==> config.mk <==
export PLATFORM = sky130hd
export DESIGN_NAME = int_to_base26_text_unit_flat
export DESIGN_NICKNAME = d
export VERILOG_FILES = /design/src/hdl/i2b26_pkg.sv /design/src/hdl/i2b26_if.sv /design/src/hdl/int_to_base26_text_unit.sv /design/src/flat_wrapper.sv
export SDC_FILE = /design/constraint.sdc
export NUM_CORES = 1
export LEC_CHECK = 0
export ABC_CLOCK_PERIOD_IN_PS = 11600
export BUFFER_PORTS_ARGS = -buffer_cell sky130_fd_sc_hd__buf_2
export CAP_MARGIN = 20
export CORE_MARGIN = 8
export CORE_UTILIZATION = 55
export CTS_CLUSTER_SIZE = 28
export DETAILED_ROUTE_END_ITERATION = 8
export GPL_TIMING_DRIVEN = 0
export PLACE_DENSITY = 0.7
export SETUP_SLACK_MARGIN = 0.5
export SYNTH_ARGS = -nofsm -noshare
export SYNTH_HDL_FRONTEND = slang
export SYNTH_SLANG_ARGS = --single-unit
==> constraint.sdc <==
create_clock -name clk -period 11.6 [get_ports clk]
set_input_delay 0 -clock clk [delete_from_list [all_inputs] [get_ports clk]]
set_output_delay 0 -clock clk [all_outputs]
set_load 0.05 [all_outputs]
==> src/hdl/i2b26_pkg.sv <==
`timescale 1ns / 1ps
`default_nettype none
package i2b26_pkg;

	// Field widths
	localparam int ValW      = 64;
	localparam int CharW     = 8;
	localparam int LenW      = 6;
	localparam int MinDigW   = 6;
	localparam int CfgIdxW   = 2;
	localparam int CfgDataW  = 8;

	// Conversion constants
	localparam int DigitBase    = 26;
	localparam int DigitW       = 5;
	localparam int ChunkW       = 8;
	localparam int NumChunks    = ValW / ChunkW;
	localparam int ChunkCntW    = $clog2(NumChunks);
	// 26^14 exceeds 2^64, so a 64-bit magnitude never needs more digits
	localparam int MaxValDigits = 14;
	localparam int DigCntW      = $clog2(MaxValDigits + 1);
	localparam int MaxDigitsDef = 32;
	localparam logic [CharW-1:0] MinusChar = 8'd45;

	// Register indexes
	localparam logic [CfgIdxW-1:0] REG_ALPHABET_BASE = 2'd0;
	localparam logic [CfgIdxW-1:0] REG_MIN_DIGITS    = 2'd1;
	localparam logic [CfgIdxW-1:0] REG_OUT_LIMIT     = 2'd2;

	typedef logic [DigitW-1:0] digit_t;

endpackage
`default_nettype wire

==> src/hdl/i2b26_if.sv <==
`timescale 1ns / 1ps
`default_nettype none

// Input item: value and its signedness selector
interface i2b26_in_if import i2b26_pkg::*; ();
	logic            valid;
	logic            ready;
	logic            func;
	logic [ValW-1:0] value;
	modport source (output valid, output func, output value, input ready);
	modport sink (input valid, input func, input value, output ready);
endinterface

// Result item: one text character
interface i2b26_out_if import i2b26_pkg::*; ();
	logic             valid;
	logic             ready;
	logic [CharW-1:0] char_code;
	logic             last;
	logic [LenW-1:0]  text_length;
	logic             overflow;
	modport source (output valid, output char_code, output last, output text_length,
		output overflow, input ready);
	modport sink (input valid, input char_code, input last, input text_length,
		input overflow, output ready);
endinterface

// Register write channel
interface i2b26_cfg_if import i2b26_pkg::*; ();
	logic                valid;
	logic                ready;
	logic [CfgIdxW-1:0]  index;
	logic [CfgDataW-1:0] data;
	modport source (output valid, output index, output data, input ready);
	modport sink (input valid, input index, input data, output ready);
endinterface
`default_nettype wire

==> src/hdl/int_to_base26_text_unit.sv <==
`timescale 1ns / 1ps
`default_nettype none
// Integer to base-26 letter text converter.
// in_item  : one 64-bit value per transaction, func selects unsigned (0) or signed (1).
// out_item : one character per transaction, most significant first; the final one
//            carries last and the total text_length. When the text would not fit in
//            out_limit a single transaction with overflow set is sent instead.
// cfg      : register writes (alphabet_base, min_digits, out_limit), always ready;
//            write only while no conversion is in progress.
// Operation: one shared 8-bit long-division step unit divides the magnitude by 26,
// one byte per cycle, yielding one digit per pass over the magnitude. The ST_LEN
// state then sizes the text, and characters leave at one per cycle from the output
// register while the receiver accepts them. in_item is ready from the cycle after
// the last character, or the single overflow transaction, is loaded, so no new value
// is taken while a conversion is in progress. If the receiver stalls, the character
// in the output register holds and the sequencer waits. Reset clears the sequencer
// and output valid and puts the registers at alphabet_base 97, min_digits 0,
// out_limit 63.
module int_to_base26_text_unit import i2b26_pkg::*; #(
	parameter int MAX_DIGITS = MaxDigitsDef
) (
	input  wire           clk,
	input  wire           arst_n,
	i2b26_in_if.sink      in_item,
	i2b26_out_if.source   out_item,
	i2b26_cfg_if.sink     cfg
);

	localparam int CntW = $clog2(MAX_DIGITS + 2);
	localparam int CmpW = (CntW > MinDigW + 1) ? CntW + 1 : MinDigW + 2;

	localparam logic [1:0] ST_IDLE = 2'd0;
	localparam logic [1:0] ST_DIV  = 2'd1;
	localparam logic [1:0] ST_LEN  = 2'd2;
	localparam logic [1:0] ST_EMIT = 2'd3;

	logic [1:0]           state_q;
	logic [CharW-1:0]     alpha_q;
	logic [MinDigW-1:0]   min_dig_q;
	logic [LenW-1:0]      limit_q;

	logic [ValW-1:0]      mag_q;
	logic [DigitW-1:0]    rem_q;
	logic [ChunkCntW-1:0] chunk_q;
	logic                 neg_q;
	logic                 ovf_q;
	logic [DigCntW-1:0]   ndig_q;
	logic [CntW-1:0]      pad_q;
	logic [CntW-1:0]      left_q;
	logic [CntW-1:0]      total_q;
	digit_t               stack_q [MaxValDigits];

	logic                 out_valid_q;
	logic [CharW-1:0]     out_char_q;
	logic                 out_last_q;
	logic [LenW-1:0]      out_len_q;
	logic                 out_ovf_q;

	logic                 in_acc;
	logic                 out_load;
	logic                 pop;
	logic [ChunkW-1:0]    qbyte;
	logic [DigitW-1:0]    rem_d;
	logic [ValW-1:0]      mag_d;
	logic                 in_neg;
	logic [CntW-1:0]      min_clamp;
	logic [CntW-1:0]      width;
	logic [CntW-1:0]      total;
	logic                 too_long;

	assign in_item.ready = (state_q == ST_IDLE);
	assign in_acc        = in_item.valid && in_item.ready;
	assign cfg.ready     = 1'b1;
	assign in_neg        = in_item.func && in_item.value[ValW-1];

	// Long-division step unit: feed one dividend byte through eight restoring steps
	always_comb begin
		logic [DigitW:0] t;
		int i;
		rem_d = rem_q;
		qbyte = '0;
		for (i = ChunkW - 1; i >= 0; i--) begin
			t = {rem_d, mag_q[ValW-ChunkW+i]};
			if (t >= (DigitW+1)'(DigitBase)) begin
				qbyte[i] = 1'b1;
				rem_d    = DigitW'(t - (DigitW+1)'(DigitBase));
			end else begin
				rem_d = t[DigitW-1:0];
			end
		end
		mag_d = {mag_q[ValW-ChunkW-1:0], qbyte};
	end

	// Size the text: clamped minimum, digit count, sign
	always_comb begin
		if (CmpW'(min_dig_q) > CmpW'(MAX_DIGITS)) begin
			min_clamp = CntW'(MAX_DIGITS);
		end else begin
			min_clamp = CntW'(min_dig_q);
		end
		if (min_clamp < CntW'(ndig_q)) begin
			width = CntW'(ndig_q);
		end else begin
			width = min_clamp;
		end
		total    = width + CntW'(neg_q);
		too_long = CmpW'(total) > CmpW'(limit_q);
	end

	assign out_load = (state_q == ST_EMIT) && (!out_valid_q || out_item.ready);
	assign pop      = out_load && !ovf_q && !neg_q && (pad_q == '0);

	// Configuration registers
	always_ff @(posedge clk or negedge arst_n) begin
		if (!arst_n) begin
			alpha_q   <= 8'd97;
			min_dig_q <= '0;
			limit_q   <= 6'd63;
		end else if (cfg.valid && cfg.ready) begin
			unique case (cfg.index)
				REG_ALPHABET_BASE: alpha_q   <= cfg.data;
				REG_MIN_DIGITS:    min_dig_q <= cfg.data[MinDigW-1:0];
				REG_OUT_LIMIT:     limit_q   <= cfg.data[LenW-1:0];
				default: ;
			endcase
		end
	end

	// Sequencer and counters
	always_ff @(posedge clk or negedge arst_n) begin
		if (!arst_n) begin
			state_q <= ST_IDLE;
			chunk_q <= '0;
			ndig_q  <= '0;
			neg_q   <= 1'b0;
			ovf_q   <= 1'b0;
			pad_q   <= '0;
			left_q  <= '0;
			total_q <= '0;
		end else begin
			unique case (state_q)
				ST_IDLE: begin
					if (in_acc) begin
						neg_q   <= in_neg;
						chunk_q <= '0;
						ndig_q  <= '0;
						state_q <= ST_DIV;
					end
				end
				ST_DIV: begin
					chunk_q <= chunk_q + 1'b1;
					if (chunk_q == ChunkCntW'(NumChunks - 1)) begin
						ndig_q <= ndig_q + 1'b1;
						if (mag_d == '0) begin
							state_q <= ST_LEN;
						end
					end
				end
				ST_LEN: begin
					ovf_q   <= too_long;
					pad_q   <= width - CntW'(ndig_q);
					left_q  <= total;
					total_q <= total;
					state_q <= ST_EMIT;
				end
				ST_EMIT: begin
					if (out_load) begin
						priority if (ovf_q) begin
							ovf_q   <= 1'b0;
							neg_q   <= 1'b0;
							state_q <= ST_IDLE;
						end else if (neg_q) begin
							neg_q <= 1'b0;
						end else if (pad_q != '0) begin
							pad_q <= pad_q - 1'b1;
						end else begin
							// digits: the stack advances on pop
						end
						if (!ovf_q) begin
							left_q <= left_q - 1'b1;
							if (left_q == CntW'(1)) begin
								state_q <= ST_IDLE;
							end
						end
					end
				end
				default: state_q <= ST_IDLE;
			endcase
		end
	end

	// Dividend, remainder and digit stack (payload)
	always_ff @(posedge clk) begin
		if (in_acc) begin
			mag_q <= in_neg ? (ValW'(0) - in_item.value) : in_item.value;
			rem_q <= '0;
		end else if (state_q == ST_DIV) begin
			mag_q <= mag_d;
			if (chunk_q == ChunkCntW'(NumChunks - 1)) begin
				rem_q      <= '0;
				stack_q[0] <= rem_d;
				for (int i = 1; i < MaxValDigits; i++) begin
					stack_q[i] <= stack_q[i-1];
				end
			end else begin
				rem_q <= rem_d;
			end
		end else if (pop) begin
			for (int i = 0; i < MaxValDigits - 1; i++) begin
				stack_q[i] <= stack_q[i+1];
			end
		end
	end

	// Output register valid
	always_ff @(posedge clk or negedge arst_n) begin
		if (!arst_n) begin
			out_valid_q <= 1'b0;
		end else if (out_load) begin
			out_valid_q <= 1'b1;
		end else if (out_item.ready) begin
			out_valid_q <= 1'b0;
		end
	end

	// Output register payload: overflow marker, or sign, padding, then digits
	always_ff @(posedge clk) begin
		if (out_load) begin
			priority if (ovf_q) begin
				out_char_q <= '0;
				out_last_q <= 1'b1;
				out_len_q  <= '0;
				out_ovf_q  <= 1'b1;
			end else begin
				if (neg_q) begin
					out_char_q <= MinusChar;
				end else if (pad_q != '0) begin
					out_char_q <= alpha_q;
				end else begin
					out_char_q <= alpha_q + CharW'(stack_q[0]);
				end
				out_last_q <= (left_q == CntW'(1));
				out_len_q  <= (left_q == CntW'(1)) ? LenW'(total_q) : '0;
				out_ovf_q  <= 1'b0;
			end
		end
	end

	assign out_item.valid       = out_valid_q;
	assign out_item.char_code   = out_char_q;
	assign out_item.last        = out_last_q;
	assign out_item.text_length = out_len_q;
	assign out_item.overflow    = out_ovf_q;

endmodule
`default_nettype wire
==> src/flat_wrapper.sv <==
// flat-port wrapper written by rule: the top's interface ports become plain ports
module int_to_base26_text_unit_flat import i2b26_pkg::*;
#(
	parameter int MAX_DIGITS = MaxDigitsDef
)
  (clk, arst_n, in_item_valid, in_item_func, in_item_value, in_item_ready, out_item_valid, out_item_char_code, out_item_last, out_item_text_length, out_item_overflow, out_item_ready, cfg_valid, cfg_index, cfg_data, cfg_ready);
  i2b26_in_if in_item_i ();
  i2b26_out_if out_item_i ();
  i2b26_cfg_if cfg_i ();
  input  wire clk;
  input  wire arst_n;
  input wire logic [$bits(in_item_i.valid)-1:0] in_item_valid;
  input wire logic [$bits(in_item_i.func)-1:0] in_item_func;
  input wire logic [$bits(in_item_i.value)-1:0] in_item_value;
  output wire logic [$bits(in_item_i.ready)-1:0] in_item_ready;
  output wire logic [$bits(out_item_i.valid)-1:0] out_item_valid;
  output wire logic [$bits(out_item_i.char_code)-1:0] out_item_char_code;
  output wire logic [$bits(out_item_i.last)-1:0] out_item_last;
  output wire logic [$bits(out_item_i.text_length)-1:0] out_item_text_length;
  output wire logic [$bits(out_item_i.overflow)-1:0] out_item_overflow;
  input wire logic [$bits(out_item_i.ready)-1:0] out_item_ready;
  input wire logic [$bits(cfg_i.valid)-1:0] cfg_valid;
  input wire logic [$bits(cfg_i.index)-1:0] cfg_index;
  input wire logic [$bits(cfg_i.data)-1:0] cfg_data;
  output wire logic [$bits(cfg_i.ready)-1:0] cfg_ready;
  assign in_item_i.valid = in_item_valid;
  assign in_item_i.func = in_item_func;
  assign in_item_i.value = in_item_value;
  assign in_item_ready = in_item_i.ready;
  assign out_item_valid = out_item_i.valid;
  assign out_item_char_code = out_item_i.char_code;
  assign out_item_last = out_item_i.last;
  assign out_item_text_length = out_item_i.text_length;
  assign out_item_overflow = out_item_i.overflow;
  assign out_item_i.ready = out_item_ready;
  assign cfg_i.valid = cfg_valid;
  assign cfg_i.index = cfg_index;
  assign cfg_i.data = cfg_data;
  assign cfg_ready = cfg_i.ready;
  int_to_base26_text_unit #(.MAX_DIGITS(MAX_DIGITS)) u_core (.clk(clk), .arst_n(arst_n), .in_item(in_item_i), .out_item(out_item_i), .cfg(cfg_i));
endmodule
# Yosys cells after proc, flatten, opt, wreduce, memory -nomap -nowiden
# Memory sizes are Yosys's and may differ from the RTL's.
# Cells that the tools add are included.
# W data, S select, Z words.
dict set report word_totals {
  input_bits 80
  mem_bits_ro 0
  ram_bits 70
  ff_bits 135
  latch_bits 0
  word_cells 180
  n_memories 1
}
# memory depth width rd rd_ports_with_merged_regs write_ports line_no
set memory_table {}
lappend memory_table {u_core.stack_q 14 5 14 0 14 int_to_base26_text_unit.sv:51} ;# digit_t stack_q [MaxValDigits];
dict set report op_classes {
  bitwise 14
  shifts 0
  n_reduce_logical 32
  add_sub_neg 16
  n_lt_le_gt_ge 11
  multipliers 0
  eq_ne 14
  mux 73
  div_mod_pow 0
}
# operator count
set op_table {}
lappend op_table {{$mux W64} 3}
lappend op_table {{$mux W5} 22}
lappend op_table {{$logic_not A64 Y1} 1}
lappend op_table {{$sub A1 B64 Y64 const A} 1}
lappend op_table {{$mux W6} 9}
lappend op_table {{$ge A6 B5 Y1 const B} 8}
lappend op_table {{$sub A5 B5 Y5 const B} 8}
lappend op_table {{$pmux W6 S2} 2}
lappend op_table {{$mux W1} 21}
lappend op_table {{$mux W2} 7}
lappend op_table {{$or A1 B1 Y1} 13}
lappend op_table {{$sub A6 B1 Y6 const B} 2}
lappend op_table {{$ne A2 B2 Y1 const B} 5}
lappend op_table {{$reduce_and A2 Y1} 5}
lappend op_table {{$reduce_bool A2 Y1} 5}
lappend op_table {{$reduce_and A3 Y1} 3}
lappend op_table {{$add A8 B5 Y8} 1}
lappend op_table {{$mux W4} 2}
lappend op_table {{$mux W8} 1}
lappend op_table {{$pmux W2 S4} 1}
lappend op_table {{$pmux W4 S2} 1}
lappend op_table {{$add A6 B1 Y6} 1}
lappend op_table {{$eq A2 B2 Y1 const B} 3}
lappend op_table {{$eq A6 B1 Y1 const B} 1}
lappend op_table {{22 further kinds} 34}

# Depth between registers and ports, before layout
dict set report depth {
  word_depth 20
  ltp_mapped 21
}

# Worst setup path after synthesis
# Ideal clock, no wire load.
dict set report synth_timing {
  path_kind {register -> register}
  from {register u_core.rem_q[0]}
  to {memory u_core.stack_q[0][1] (netlist bit) (data pin)}
  arrival_time_ns 4.919
  slack_ns 6.414
  setup_ns 0.267
  t_required_ns 11.333
  stages_incl_launch_ff 21
  path_buffers 2
  synth_period_minus_slack_ns 5.186
  cell_sequence {dfxtp_1 -> buf_4 -> inv_1 -> ha_1 -> nor3b_1 -> a221o_2 -> o211a_2 -> a21oi_2 -> a31o_2 -> a211oi_2 -> o221a_2 -> o211ai_2 -> maj3_1 -> a21o_1 -> a211o_1 -> a21o_1 -> buf_6 -> mux2_4 -> a221o_1 -> a2111oi_2 -> nor3_1}
}
# item line_no
set synth_lines {}
lappend synth_lines {{start, declared} int_to_base26_text_unit.sv:43} ;# logic [DigitW-1:0] rem_q;
lappend synth_lines {{start signal, assigned} int_to_base26_text_unit.sv:206} ;# rem_q <= rem_d;
lappend synth_lines {{end, declared} int_to_base26_text_unit.sv:51}

# Worst setup path after layout
dict set report layout_timing {
  from {register u_core.rem_q[0]}
  to {register u_core.mag_q[0] (data pin)}
}
dict set report layout_via {
  elab_chain_cells 18
}
# item line_no
set layout_lines {}
lappend layout_lines {{$sub A5 B5 Y5 or $ge A6 B5 Y1 (tied branches)} {int_to_base26_text_unit.sv:86, int_to_base26_text_unit.sv:84}}
lappend layout_lines {{$mux W5 (*)} int_to_base26_text_unit.sv:84} ;# if (t >= (DigitW+1)'(DigitBase)) begin
lappend layout_lines {{$sub A5 B5 Y5 or $ge A6 B5 Y1 (tied branches)} {int_to_base26_text_unit.sv:86, int_to_base26_text_unit.sv:84}}
lappend layout_lines {{$mux W5 (*)} int_to_base26_text_unit.sv:84}
lappend layout_lines {{$sub A5 B5 Y5 or $ge A6 B5 Y1 (tied branches)} {int_to_base26_text_unit.sv:86, int_to_base26_text_unit.sv:84}}
lappend layout_lines {{$mux W5 (*)} int_to_base26_text_unit.sv:84}
lappend layout_lines {{$sub A5 B5 Y5 or $ge A6 B5 Y1 (tied branches)} {int_to_base26_text_unit.sv:86, int_to_base26_text_unit.sv:84}}
lappend layout_lines {{$mux W5 (*)} int_to_base26_text_unit.sv:84}
lappend layout_lines {{[2 not listed]} -}
lappend layout_lines {{$sub A5 B5 Y5 or $ge A6 B5 Y1 (tied branches)} {int_to_base26_text_unit.sv:86, int_to_base26_text_unit.sv:84}}
lappend layout_lines {{$mux W5 (*)} int_to_base26_text_unit.sv:84}
lappend layout_lines {{$sub A5 B5 Y5 or $ge A6 B5 Y1 (tied branches)} {int_to_base26_text_unit.sv:86, int_to_base26_text_unit.sv:84}}
lappend layout_lines {{$mux W5 (*)} int_to_base26_text_unit.sv:84}
lappend layout_lines {{$ge A6 B5 Y1 (*)} int_to_base26_text_unit.sv:84}
lappend layout_lines {{$mux W1 (*)} int_to_base26_text_unit.sv:84}
lappend layout_lines {{$mux W64 (*)} int_to_base26_text_unit.sv:197} ;# end else if (state_q == ST_DIV) begin
lappend layout_lines {{$mux W64 (*)} int_to_base26_text_unit.sv:194} ;# if (in_acc) begin
lappend layout_lines {{end signal, assigned} int_to_base26_text_unit.sv:195} ;# mag_q <= in_neg ? (ValW'(0) - in_item.value) : in_item.value;
lappend layout_lines {{end signal, assigned} int_to_base26_text_unit.sv:198} ;# mag_q <= mag_d;
lappend layout_lines {{end, declared} int_to_base26_text_unit.sv:42} ;# logic [ValW-1:0] mag_q;
# Every way passes the cells marked *; elsewhere a longest branch is shown, timed or not. The select of a mux whose other input is x is not followed.
# A chain may end at the register's enable or synchronous reset.

==> summary.md <==
| Metric | Value |
|---|---|
| Status | finished clean |
| Final HPWL from detailed placement | approximately 24 mm |
| Top sig layer | met4 |
| Synth cell types | around 90 |
| Post-synth EDFFs | 150 |
| Top cells by count, synth | nand2_1, edfxtp_1, o21ai_0 |
| Clk_skew | around 0.0089 ns |
| CP most frequent cell | a211oi_2 |
| Critical path type | reg2reg |
| Core ar. | around 23,000 um^2 |
| Via/cell ratio | about 5.9 |
| Startpoint types | flop |
| Syn Inst Count | between 1,000 and 1,500 |
| Post-synth top area share | between 30% and 40% |
| Worst path top cell family by delay | compound AO/OA/AOI/OAI gates |
| Slew Limit Fails | 0 |
| Gr ovfl total | 0 |
| Final Cycle Share | a little over half |
| Crit path DAT | roughly 6.5 ns |
| Area leader, netlist | edfxtp_1 |
| WP data required | around 12 ns |
| Ys async rst share | about 24% |
| Post-layout min period | about 6.3 ns |
| Ys flop type | edfxtp_1 |
| Vias in the first global route | around 11,000 |
| Die X | 167 um |
| Final Hold Slack | 0.0380 ns |
| CP bufs+invs | 4 |
| First-pass GRT wire length | 54.8 mm |
| Initial core utilization | a little under three fifths |
| Largest net degree at the start of global routing | 66 |
| Setup violators final | 0 |
| WL/cell | 17.9 um |
| Final hold violations | 0 |
| Clock Tree Buf Depth | 3 |
| Num CTS Buffers | 22 |
| Wl on met1 | between 10 and 15 mm |
| Final GP Congestion | roughly 0.90 |
| Met2 wire length | 15.8 mm |
| Postcts setup bufs | 0 |
| Tightest Pin Transition | around 0.96 ns |
| Area Growth Syn to Fin | 19.0% |
| CP max stage delay | ~0.85 ns |
| CP cell instances | buf_4, inv_1, ha_1, nor3b_1, a221o_2, o211a_2, a21oi_2, a31o_2, a211oi_2, o2111ai_1, o211a_1, buf_2, o311ai_1, or2_2, clkbuf_1, nor2_1, a21o_1, a211oi_2, o21ai_1, mux2_2 |
| Multi-input gate area | around 6300 um^2 |
| Die ar. | ~28,000 um^2 |
| Layout Nets | between 1,500 and 2,000 |
| Fin Setup TNS | 0 ns |
| RSZ-0062 raised after global routing | false |
| Worst skew pair latency | roughly 0.50 ns |
| Largest cells by area after synthesis | edfxtp_1, nand2_1, dfrtp_1 |
| Layout fillers | ~1,800 |
| H-tree depth | 1 |
| CTS tree | yes |
| IO Pins | 99 |
| #FFs+latches synth | between 200 and 250 |
| Clock tree sinks | ~200 |
| Net Count, Synth | 1,492 |
| Drt first pass iters | 5 |
| Max-Slew Margin vs Limit | about a third |
| Routed vias | ~11,000 |
| Iter 0 DRT Violations | 900 |
| Worst-path clk slew | 0.06 ns |
| Mean area per synthesized cell | 9.10 um^2 |
| Die H | 167 um |
| CP max FO | 10 |
| Synth Cell Area | approximately 13,000 um^2 |
| Drt total wl | approximately 34 mm |
| I/O Buffers | slightly below 100 |
| Register area share after synthesis | a little under half |
| CTS root buf | clkbuf_16 |
| Share of layout cells above drive strength 1 | between 10% and 20% |
| Global-route usage over all layers | between 20% and 30% |
| Count leader, synth | nand2_1 |
| FF+latch area | 5870 um^2 |
| Max_cap viols | 0 |
| Final ANT Viol Nets | 0 |
| CP Capture Type | flop |
| Synth warnings | 0 |
| CP max stage cell | o311ai_1 |
| Achievable Freq | between 150 and 200 MHz |
| Rows | 55 |
| Antenna violations before repair | 2 |
| Met3 WL | roughly 2.5 mm |
| Residual DRC | 0 |
| HP Class | in2async |
-- per-layer routing --
layer,vias to the layer above,track usage (%)
met2,435,38.7
met3,67,3.64
li1,5391,-
met5,-,0
met4,0,8.04
met1,5285,31.3
-- worst paths after layout --
kind / startpoint / to / slack [ns] / cells past startpoint
max: u_core.rem_q[0] / u_core.mag_q[0] / 5.32 / 20
min: arst_n / u_core.alpha_q[7] / 0.04 / 2
max reg2reg: u_core.rem_q[0] / u_core.mag_q[0] / 5.32 / 20
min reg2reg: u_core.stack_q[0][64] / u_core.stack_q[0][69] / 0.45 / 0
max in group asynchronous: arst_n / u_core.chunk_q[2] / 11.02 / 3
min in group clk: in_item_value[1] / u_core.mag_q[1] / 0.04 / 4
-- what timing repair did --
| action | CTS | global route |
|---|---|---|
| hold endpoints to repair | 134 | 2 |
| hold buffers | 76 | 2 |
| gates resized for setup | 0 | 0 |
-- final cells by class --
class / count / share of cell area [%]
Antenna cell: 2 / 0.0335
Buffer: 61 / 1.72
Clock buffer: 27 / 3.95
Clock inverter: 13 / 0.744
Inverter: 53 / 1.33
Multi-Input combinational cell: 1063 / 41.8
Sequential cell: 205 / 39.2
Tap cell: 285 / 2.38
Timing Repair Buffer: 179 / 8.81
-- through the flow --
step	util, %	worst slack [ns]	std cells	area (um^2)
6_report	66.3	5.32	1888	15000
3_3_place_gp	59.4	5.49	1764	13400
4_1_cts	66.1	5.36	1883	14900
3_5_place_dp	59.7	5.37	1767	13500
2_1_floorplan	-	6.41	1382	12600
5_1_grt	66.3	4.82	1888	15000
-- registers in the layout, summed over array words and instances (netlist names), 2 cells and up --
| name | flops |
|---|---|
| u_core.alpha_q | 8 |
| u_core.chunk_q | 3 |
| u_core.left_q | 6 |
| u_core.limit_q | 6 |
| u_core.mag_q | 64 |
| u_core.min_dig_q | 6 |
| u_core.ndig_q | 4 |
| u_core.out_item.char_code | 8 |
| u_core.out_item.text_length | 6 |
| u_core.pad_q | 6 |
| u_core.rem_q | 5 |
| u_core.stack_q | 70 |
| u_core.state_q | 2 |
| u_core.total_q | 6 |
-- cell families after synthesis --
| logic type | after synthesis | synth area share (%) |
|---|---|---|
| buffers and inverters | 114 | 3.63 |
| adder cells (fa/ha/maj) | 31 | 3.18 |
| AO/OA/AOI/OAI | 330 | 17.1 |
| AND/OR/NAND/NOR | 588 | 20.8 |
| other | 1 | 0.0298 |
| multiplexers | 35 | 3.19 |
| flip-flops | 205 | 46.7 |
| XOR/XNOR | 78 | 5.43 |
-- cell usage in the layout (no fill, tap or decap), types with 31 or more instances in the layout --
| cell | Yosys | routed |
|---|---|---|
| a21oi_1 | 68 | 68 |
| edfxtp_1 | 150 | 150 |
| nand2_1 | 316 | 315 |
| nor2_1 | 91 | 91 |
| xnor2_1 | 47 | 47 |
| xor2_1 | 31 | 31 |
| nor3_1 | 45 | 45 |
| inv_1 | 52 | 51 |
| o21ai_0 | 113 | 113 |
| buf_2 | 5 | 103 |
| dfrtp_1 | 41 | 41 |
| dlygate4sd3_1 | 0 | 78 |
| clkbuf_1 | 48 | 52 |
Power is not shown: default switching activity piles up to over one toggle a cycle in this logic, so the estimate is an artifact.
